## config.mk

```make
export PLATFORM = sky130hd
export DESIGN_NAME = ook_remote_pulse_decoder
export DESIGN_NICKNAME = d
export VERILOG_FILES = /design/src/sv/ookpd_pkg.sv /design/src/sv/ook_remote_pulse_decoder.sv /design/src/sv/ookpd_front.sv /design/src/sv/ookpd_queue.sv /design/src/sv/ookpd_back.sv
export SDC_FILE = /design/constraint.sdc
export NUM_CORES = 1
export LEC_CHECK = 0
export ABC_CLOCK_PERIOD_IN_PS = 5600
export BUFFER_PORTS_ARGS = -buffer_cell sky130_fd_sc_hd__buf_2
export CAP_MARGIN = 20
export CORE_MARGIN = 4
export CORE_UTILIZATION = 55
export CTS_CLUSTER_SIZE = 20
export DETAILED_ROUTE_END_ITERATION = 10
export HOLD_SLACK_MARGIN = 0.03
export PLACE_DENSITY = 0.81
export RECOVER_POWER = 100
export SLEW_MARGIN = 20
export SYNTH_ARGS = -nofsm -noshare
export SYNTH_HDL_FRONTEND = slang
export SYNTH_SLANG_ARGS = --single-unit
```

## constraint.sdc

```tcl
create_clock -name clk_i -period 5.6 [get_ports clk_i]
set_input_delay 0.28 -clock clk_i [delete_from_list [all_inputs] [get_ports clk_i]]
set_output_delay 0.28 -clock clk_i [all_outputs]
set_load 0.02 [all_outputs]
```

## src/sv/ookpd_pkg.sv

```systemverilog
`timescale 1ns / 1ps
// Shared types and constants for the OOK remote pulse decoder.
// Used by ookpd_front, ookpd_queue, ookpd_back and ook_remote_pulse_decoder.
package ookpd_pkg;

  localparam int DurW      = 16;
  localparam int WordW     = 32;
  localparam int CountW    = 6;
  localparam int ExpW      = 7;
  localparam int CfgIdxW   = 3;
  localparam int CfgDataW  = 16;
  localparam int MaxBits   = 32;
  localparam int BitCap    = (MaxBits < WordW) ? MaxBits : WordW;
  localparam int ExpReset  = 24;
  localparam int QueueDepth = 2;

  localparam int InDataW  = ((DurW + 7) / 8) * 8;
  localparam int OutDataW = ((WordW + CountW + 7) / 8) * 8;

  typedef enum logic [CfgIdxW-1:0] {
    REG_SHORT_MIN = 3'd0,
    REG_SHORT_MAX = 3'd1,
    REG_LONG_MIN  = 3'd2,
    REG_LONG_MAX  = 3'd3,
    REG_TERM_MIN  = 3'd4,
    REG_TERM_MAX  = 3'd5,
    REG_EXP_BITS  = 3'd6
  } cfg_idx_e;

  typedef struct packed {
    logic level;
    logic is_short;
    logic is_long;
    logic is_term;
  } pulse_class_t;

endpackage

```

## src/sv/ook_remote_pulse_decoder.sv

```systemverilog
`timescale 1ns / 1ps
// Pulse-width decoder for on-off-keyed remote codes.
// Depends on ookpd_pkg, ookpd_front, ookpd_queue and ookpd_back.
//
// Input stream: one transaction per measured pulse, duration in tdata and
// level in tuser. Each pulse is classed against the short, long and
// terminator windows at acceptance and queued for the bit decoder.
// Output stream: one transaction per terminated frame with the code word,
// its bit count and a length flag.
// Configuration: write-only register port, written by the user only while the
// block is idle; the block itself does not enforce this. Throughput: one pulse
// per cycle while the queue is not full; the decoder state updates once per pulse.
// A terminator pulse goes through the queue, the decoder and the result register.
// Stall: a held result blocks only terminator pulses in the decoder; the
// queue (QUEUE_DEPTH entries) keeps taking pulses until it fills.
// Reset: registers return to their defaults (expected length 24, all
// windows zero), the decoder goes idle and the queue and result slot empty.
module ook_remote_pulse_decoder #(
  parameter int QUEUE_DEPTH = ookpd_pkg::QueueDepth
) (
  input  logic                              clk_i,
  input  logic                              rst_ni,
  input  logic                              cfg_we_i,
  input  logic [ookpd_pkg::CfgIdxW-1:0]     cfg_idx_i,
  input  logic [ookpd_pkg::CfgDataW-1:0]    cfg_data_i,
  input  logic                              s_axis_tvalid,
  output logic                              s_axis_tready,
  input  logic [ookpd_pkg::InDataW-1:0]     s_axis_tdata,   // [15:0] duration
  input  logic                              s_axis_tuser,   // [0] level
  output logic                              m_axis_tvalid,
  input  logic                              m_axis_tready,
  output logic [ookpd_pkg::OutDataW-1:0]    m_axis_tdata,   // [31:0] code_word, [37:32] bit_count
  output logic                              m_axis_tuser    // [0] length_ok
);
  import ookpd_pkg::*;

  pulse_class_t       in_class, q_class;
  logic [ExpW-1:0]    exp_bits;
  logic               q_full, q_valid, q_pop;
  logic [WordW-1:0]   res_word;
  logic [CountW-1:0]  res_count;

  ookpd_front u_front (
    .clk_i      (clk_i),
    .rst_ni     (rst_ni),
    .cfg_we_i   (cfg_we_i),
    .cfg_idx_i  (cfg_idx_i),
    .cfg_data_i (cfg_data_i),
    .level_i    (s_axis_tuser),
    .duration_i (s_axis_tdata[DurW-1:0]),
    .class_o    (in_class),
    .exp_bits_o (exp_bits)
  );

  assign s_axis_tready = !q_full;

  ookpd_queue #(
    .DEPTH (QUEUE_DEPTH)
  ) u_queue (
    .clk_i       (clk_i),
    .rst_ni      (rst_ni),
    .push_i      (s_axis_tvalid),
    .push_data_i (in_class),
    .full_o      (q_full),
    .pop_i       (q_pop),
    .valid_o     (q_valid),
    .pop_data_o  (q_class)
  );

  ookpd_back u_back (
    .clk_i        (clk_i),
    .rst_ni       (rst_ni),
    .item_valid_i (q_valid),
    .item_i       (q_class),
    .item_pop_o   (q_pop),
    .exp_bits_i   (exp_bits),
    .res_valid_o  (m_axis_tvalid),
    .res_ready_i  (m_axis_tready),
    .res_word_o   (res_word),
    .res_count_o  (res_count),
    .res_ok_o     (m_axis_tuser)
  );

  assign m_axis_tdata = OutDataW'({res_count, res_word});

endmodule

```

## src/sv/ookpd_front.sv

```systemverilog
`timescale 1ns / 1ps
// Front end: configuration registers and duration window classification.
// Depends on ookpd_pkg.
module ookpd_front (
  input  logic                            clk_i,
  input  logic                            rst_ni,
  input  logic                            cfg_we_i,
  input  logic [ookpd_pkg::CfgIdxW-1:0]   cfg_idx_i,
  input  logic [ookpd_pkg::CfgDataW-1:0]  cfg_data_i,
  input  logic                            level_i,
  input  logic [ookpd_pkg::DurW-1:0]      duration_i,
  output ookpd_pkg::pulse_class_t         class_o,
  output logic [ookpd_pkg::ExpW-1:0]      exp_bits_o
);
  import ookpd_pkg::*;

  logic [DurW-1:0] short_min_q, short_max_q, long_min_q, long_max_q;
  logic [DurW-1:0] term_min_q, term_max_q;
  logic [ExpW-1:0] exp_bits_q;

  always_ff @(posedge clk_i or negedge rst_ni) begin
    if (!rst_ni) begin
      short_min_q <= '0;
      short_max_q <= '0;
      long_min_q  <= '0;
      long_max_q  <= '0;
      term_min_q  <= '0;
      term_max_q  <= '0;
      exp_bits_q  <= ExpW'(ExpReset);
    end else if (cfg_we_i) begin
      unique case (cfg_idx_e'(cfg_idx_i))
        REG_SHORT_MIN: short_min_q <= cfg_data_i[DurW-1:0];
        REG_SHORT_MAX: short_max_q <= cfg_data_i[DurW-1:0];
        REG_LONG_MIN:  long_min_q  <= cfg_data_i[DurW-1:0];
        REG_LONG_MAX:  long_max_q  <= cfg_data_i[DurW-1:0];
        REG_TERM_MIN:  term_min_q  <= cfg_data_i[DurW-1:0];
        REG_TERM_MAX:  term_max_q  <= cfg_data_i[DurW-1:0];
        REG_EXP_BITS:  exp_bits_q  <= cfg_data_i[ExpW-1:0];
        default: ;
      endcase
    end
  end

  always_comb begin
    class_o.level    = level_i;
    class_o.is_short = (duration_i >= short_min_q) && (duration_i <= short_max_q);
    class_o.is_long  = (duration_i >= long_min_q) && (duration_i <= long_max_q);
    class_o.is_term  = (duration_i >= term_min_q) && (duration_i <= term_max_q);
  end

  assign exp_bits_o = exp_bits_q;

endmodule

```

## src/sv/ookpd_queue.sv

```systemverilog
`timescale 1ns / 1ps
// Short queue of classified pulses between front and back.
// Depends on ookpd_pkg.
module ookpd_queue #(
  parameter int DEPTH = ookpd_pkg::QueueDepth
) (
  input  logic                     clk_i,
  input  logic                     rst_ni,
  input  logic                     push_i,
  input  ookpd_pkg::pulse_class_t  push_data_i,
  output logic                     full_o,
  input  logic                     pop_i,
  output logic                     valid_o,
  output ookpd_pkg::pulse_class_t  pop_data_o
);
  import ookpd_pkg::*;

  localparam int PtrW = (DEPTH > 1) ? $clog2(DEPTH) : 1;
  localparam int CntW = $clog2(DEPTH + 1);

  pulse_class_t          entry_q [DEPTH];
  logic [PtrW-1:0]       wr_ptr_q, rd_ptr_q;
  logic [CntW-1:0]       count_q;
  logic                  do_push, do_pop;

  assign full_o     = (count_q == CntW'(DEPTH));
  assign valid_o    = (count_q != '0);
  assign pop_data_o = entry_q[rd_ptr_q];
  assign do_push    = push_i && !full_o;
  assign do_pop     = pop_i && valid_o;

  always_ff @(posedge clk_i) begin
    if (do_push) begin
      entry_q[wr_ptr_q] <= push_data_i;
    end
  end

  always_ff @(posedge clk_i or negedge rst_ni) begin
    if (!rst_ni) begin
      wr_ptr_q <= '0;
      rd_ptr_q <= '0;
      count_q  <= '0;
    end else begin
      if (do_push) begin
        wr_ptr_q <= (wr_ptr_q == PtrW'(DEPTH - 1)) ? '0 : wr_ptr_q + 1'b1;
      end
      if (do_pop) begin
        rd_ptr_q <= (rd_ptr_q == PtrW'(DEPTH - 1)) ? '0 : rd_ptr_q + 1'b1;
      end
      if (do_push && !do_pop) begin
        count_q <= count_q + 1'b1;
      end else if (do_pop && !do_push) begin
        count_q <= count_q - 1'b1;
      end
    end
  end

endmodule

```

## src/sv/ookpd_back.sv

```systemverilog
`timescale 1ns / 1ps
// Back end: bit decoder state, shift word and registered result slot.
// Depends on ookpd_pkg.
module ookpd_back (
  input  logic                           clk_i,
  input  logic                           rst_ni,
  input  logic                           item_valid_i,
  input  ookpd_pkg::pulse_class_t        item_i,
  output logic                           item_pop_o,
  input  logic [ookpd_pkg::ExpW-1:0]     exp_bits_i,
  output logic                           res_valid_o,
  input  logic                           res_ready_i,
  output logic [ookpd_pkg::WordW-1:0]    res_word_o,
  output logic [ookpd_pkg::CountW-1:0]   res_count_o,
  output logic                           res_ok_o
);
  import ookpd_pkg::*;

  typedef enum logic [1:0] {
    PH_IDLE  = 2'd0,
    PH_SHORT = 2'd1,
    PH_LONG  = 2'd2
  } phase_e;

  phase_e              phase_q, phase_d;
  logic [WordW-1:0]    word_q, word_d;
  logic [CountW-1:0]   count_q, count_d;
  logic                ovf_q, ovf_d;
  logic                emit, push_bit, bit_val;
  logic                res_valid_q;
  logic [WordW-1:0]    res_word_q;
  logic [CountW-1:0]   res_count_q;
  logic                res_ok_q;

  always_comb begin
    phase_d  = PH_IDLE;
    emit     = 1'b0;
    push_bit = 1'b0;
    bit_val  = 1'b0;
    if (item_i.level) begin
      priority if (phase_q == PH_IDLE && item_i.is_short) begin
        phase_d = PH_SHORT;
      end else if (phase_q == PH_IDLE && item_i.is_long) begin
        phase_d = PH_LONG;
      end else begin
        phase_d = PH_IDLE;
      end
    end else begin
      priority if (phase_q == PH_LONG && item_i.is_short) begin
        push_bit = 1'b1;
        bit_val  = 1'b1;
      end else if (phase_q == PH_SHORT && item_i.is_long) begin
        push_bit = 1'b1;
      end else if (phase_q == PH_SHORT && item_i.is_term) begin
        emit = 1'b1;
      end else begin
        phase_d = PH_IDLE;
      end
    end
  end

  always_comb begin
    word_d  = '0;
    count_d = '0;
    ovf_d   = 1'b0;
    if (phase_d != PH_IDLE) begin
      word_d  = word_q;
      count_d = count_q;
      ovf_d   = ovf_q;
    end
    if (push_bit) begin
      if (count_q < CountW'(BitCap)) begin
        word_d  = {word_q[WordW-2:0], bit_val};
        count_d = count_q + 1'b1;
        ovf_d   = ovf_q;
      end else begin
        word_d  = word_q;
        count_d = count_q;
        ovf_d   = 1'b1;
      end
    end
  end

  assign item_pop_o = item_valid_i && (!emit || !res_valid_q || res_ready_i);

  always_ff @(posedge clk_i or negedge rst_ni) begin
    if (!rst_ni) begin
      phase_q     <= PH_IDLE;
      word_q      <= '0;
      count_q     <= '0;
      ovf_q       <= 1'b0;
      res_valid_q <= 1'b0;
      res_word_q  <= '0;
      res_count_q <= '0;
      res_ok_q    <= 1'b0;
    end else begin
      if (item_pop_o) begin
        phase_q <= phase_d;
        word_q  <= word_d;
        count_q <= count_d;
        ovf_q   <= ovf_d;
      end
      if (item_pop_o && emit) begin
        res_valid_q <= 1'b1;
        res_word_q  <= word_q;
        res_count_q <= count_q;
        res_ok_q    <= ({1'b0, count_q} == exp_bits_i) && !ovf_q;
      end else if (res_ready_i) begin
        res_valid_q <= 1'b0;
      end
    end
  end

  assign res_valid_o = res_valid_q;
  assign res_word_o  = res_word_q;
  assign res_count_o = res_count_q;
  assign res_ok_o    = res_ok_q;

endmodule

```

==> impl_metrics.py <==
metrics = {
    "global_route": {
        "grt_pass1_wl_mm": 33.4,
        "grtUsageMet2_pct": 35.0,
        "antenna_found_initial": 0,
        "grt_pass1_vias": 6970,
        "top_usage_layer": "met2",
        "grt_util_met3_pct": 3.22,
        "grt_max_degree": 78,
        "grt-ovfl-total": 0,
        "use_met1_pct": 26.9,
        "grt.total_usage_pct": 20.4,
    },
    "yosys": {
        "synth_top_family_by_area": "adder cells",
        "syn_avg_cell_area_um2": 11.5,
        "synth_top_area_share_pct": 46.5,
        "synth-simple-area-share_pct": 8.45,
        "synth_cells": 873,
        "ys.flop_type": "dfrtp_1",
        "ys_seq_area_share_pct": 49.5,
        "muxShareOfSynthArea_pct": 11.0,
        "synth_async_sr_flop_share_pct": 95.9,
        "synth_edf_count": 8,
        "synth_area_mm2": 0.0100,
        "synth_warnings": 0,
        "ys_seq_elements": 196,
        "synth-compound-area-share_pct": 12.2,
        "synthAdderAreaFrac_pct": 12.3,
        "yosysTopAreaCell": "dfrtp_1",
        "synth.top_cells.by_area": "dfrtp_1, ha_1, mux2_4",
        "synth-xor-area-share_pct": 0.963,
        "yosysUniqueCellTypes": 57,
    },
    "clock_tree": {
        "cts_tree": "built",
        "cts_buffers": 17,
        "clkSlewWorstSetupHoldPaths_ns": 0.08,
        "clk_latency_ns": 0.44,
        "clockBufferDepth": 2,
        "cts_max_level": 4,
        "numClockSinks": 196,
        "clock-root-buffer": "clkbuf_16",
        "post_cts_resized": 0,
        "postCtsHoldBufs": 2,
        "postCtsSetupBuffers": 0,
    },
    "timing": {
        "worstMarginPinSlew_ns": 2.51,
        "slew_headroom_pct": -67.2,
        "setup_viol": 0,
        "finalClockSkew_ns": 0.0169,
        "drv_slew": 129,
        "fin_crit_sh_pct": 55.9,
        "fin_tns_setup_ns": 0,
        "hold_viol": 0,
        "hold_slack_ns": 0.146,
        "max_freq_mhz": 319,
        "grt_setup_unrepaired": "false",
        "fin_crit_ns": 3.13,
        "setup_ws_ns": 2.47,
    },
    "placement": {
        "gp_congestion": 0.824,
        "io_buffer_count": 81,
        "dp_hpwl_mm": 14.1,
        "dp_slack_ns": 2.85,
    },
    "min_path": {
        "worstHoldEndpoint": "u_front.short_max_q[9]",
        "hold_start": "cfg_data_i[9]",
        "hold_depth": 3,
        "hold_class": "primary input to flop",
    },
    "route": {
        "drc_errors": 0,
        "drtAntennaViolNets": 0,
        "dr.pass1.iters": 7,
        "num_vias": 6720,
        "wl_per_cell_um": 16.4,
        "drtIter0Drc": 347,
        "via_per_inst": 5.62,
        "wl_mm": 19.7,
    },
    "worst_setup_path": {
        "worstPathRequired_ns": 5.61,
        "cpPeakStageDelay_ns": 1.84,
        "worstPathBufferInverterCount": 3,
        "r2r-start": "u_queue.rd_ptr_q",
        "ff2ff_setup_slack_ns": 2.81,
        "crit_type": "primary input to async pin",
        "critPathCaptureType": "async pin",
        "timing.rr.end": "u_back.count_q[0]",
        "cp_max_fo": 63,
        "rr_worst_depth": 5,
        "crit_arrival_ns": 3.14,
        "worstSetupStartpointType": "primary input",
        "cp_top_family": "buffers and inverters",
        "cp.depth": 3,
        "slowest_stage": "clkbuf_1",
        "crit_chain": "dlygate4sd3_1, clkbuf_8, clkbuf_1",
    },
    "layout": {
        "fillCellCount": 1446,
        "final_common_cell": "dfrtp_1",
        "drive_gt1_share_pct": 13.0,
        "syn_to_final_growth_pct": 10.1,
        "fin_nets": 1092,
        "n_antenna_cell": 0,
        "layout_common_cells": "dfrtp_1, ha_1, inv_1",
    },
    "die": {
        "dieHeight_um": 143,
        "dieWidth_um": 143,
        "core.rowCount": 49,
        "start_util_pct": 55.9,
        "coreArea_mm2": 0.0179,
        "dieArea_mm2": 0.0204,
        "pin_count": 84,
    },
    "run_status": {
        "status": "finished, violations left",
        "violations": "capacitance limit, slew limit",
    },
    "power_and_ir_drop": {
        "irDropWorstVdd_v": 0.000258,
        "switching_share_pct": 32.6,
        "switchingPower_mw": 1.30,
        "powerDensity_mw_per_mm2": 362,
        "p_seq_share_pct": 44.0,
        "power.leakage_nw": 5.29,
        "internal-power_mw": 2.69,
        "comb_power_share_pct": 23.8,
        "clockPowerShare_pct": 32.2,
    },
    "job": {
        "maxCapViolCount": 2,
    },
}
[final cells by class]
class,instances,area [um^2],share of cell area [%]
clock buffer,17,425,3.86
tap,229,287,2.60
timing repair buffer,92,425,3.86
sequential,196,4950,44.9
multi-input combinational,549,4350,39.5
clock inverter,15,220,2.00
inverter,97,364,3.31
[worst min-delay path: cells and delay by family]
family / cells / cell delay [ns]
AO/OA/AOI/OAI: 1 / 0.06
buffers and inverters: 1 / 0.15
AND/OR/NAND/NOR: 1 / 0.06
[power groups by stage]
stage,clock [mW],combinational (mW),sequential (mW)
2_1_floorplan,0,0.729,1.75
3_5_place_dp,0,0.966,1.78
3_3_place_gp,0,0.923,1.77
4_1_cts,1.31,0.982,1.75
5_1_grt,1.38,1.09,1.78
6_report,1.28,0.948,1.75
[cell families after synthesis]
| kind of cell | count (synthesis) |
|---|---|
| simple gates | 168 |
| mux | 86 |
| compound gates | 184 |
| buf+inv | 129 |
| fa+ha+maj | 98 |
| xor+xnor | 11 |
| flops | 196 |
| other cells | 1 |
[through the flow]
| stage | area (um^2) | total power, mW | instances | util (%) |
|---|---|---|---|---|
| finish | 11000 | 3.98 | 1195 | 61.5 |
| global route | 11000 | 4.25 | 1195 | 61.5 |
| CTS | 11300 | 4.04 | 1194 | 62.9 |
| detailed placement | 10600 | 2.75 | 1160 | 59.1 |
| global placement | 10600 | 2.69 | 1160 | 59.1 |
| floorplan | 10000 | 2.48 | 874 | - |
[registers in the layout (all words and copies together) (netlist names)]
name                 flops
u_back.res_count_o       6
u_back.res_word_o       32
u_queue.rd_ptr_q         1
u_front.short_max_q     16
u_queue.entry_q          8
u_back.word_q           32
u_front.term_min_q      16
u_back.count_q           6
u_back.ovf_q             1
u_front.long_min_q      16
u_front.long_max_q      16
u_back.res_ok_o          1
u_front.exp_bits_o       7
u_queue.count_q          2
u_queue.wr_ptr_q         1
u_front.term_max_q      16
u_back.phase_q           2
u_front.short_min_q     16
u_back.res_valid_o       1
[synth_stat cells (all sizes together), types with 3 or more instances]
library cell,count
buf,13
o21a,9
xnor2,5
nand2,77
dfrtp,186
nand4,19
a22o,32
nor4,3
a21oi,19
inv,97
xor2,6
edfxtp,8
nand3,4
o2111ai,5
nor3b,3
ha,98
o31ai,5
nor2b,7
nor3,16
a21o,5
mux2,83
a2bb2oi,3
o211ai,7
clkbuf,19
mux2i,3
nor2,12
nand4b,4
nand2b,11
or3,4
a211oi,8
o21ai,79
[per-layer routing]
metal | wire length, um | vias up
met1 | 8830 | 3307
met5 | 0 | -
met3 | 751 | 27
met4 | 301 | 0
met2 | 9770 | 131
li1 | - | 3255
[worst max-delay path by stage]
stage | slack, ns | startpoint | end
3_3_place_gp | 2.95 | u_queue.rd_ptr_q | u_back.count_q[0]
4_1_cts | 2.82 | u_queue.rd_ptr_q | u_back.count_q[0]
2_1_floorplan | 3.70 | u_queue.rd_ptr_q | u_back.res_count_o[1]
6_report | 2.47 | rst_ni | u_back.phase_q[1]
3_5_place_dp | 2.85 | u_queue.rd_ptr_q | u_back.count_q[0]
5_1_grt | 1.75 | rst_ni | u_back.phase_q[1]
(Power assumes the default switching activity.)
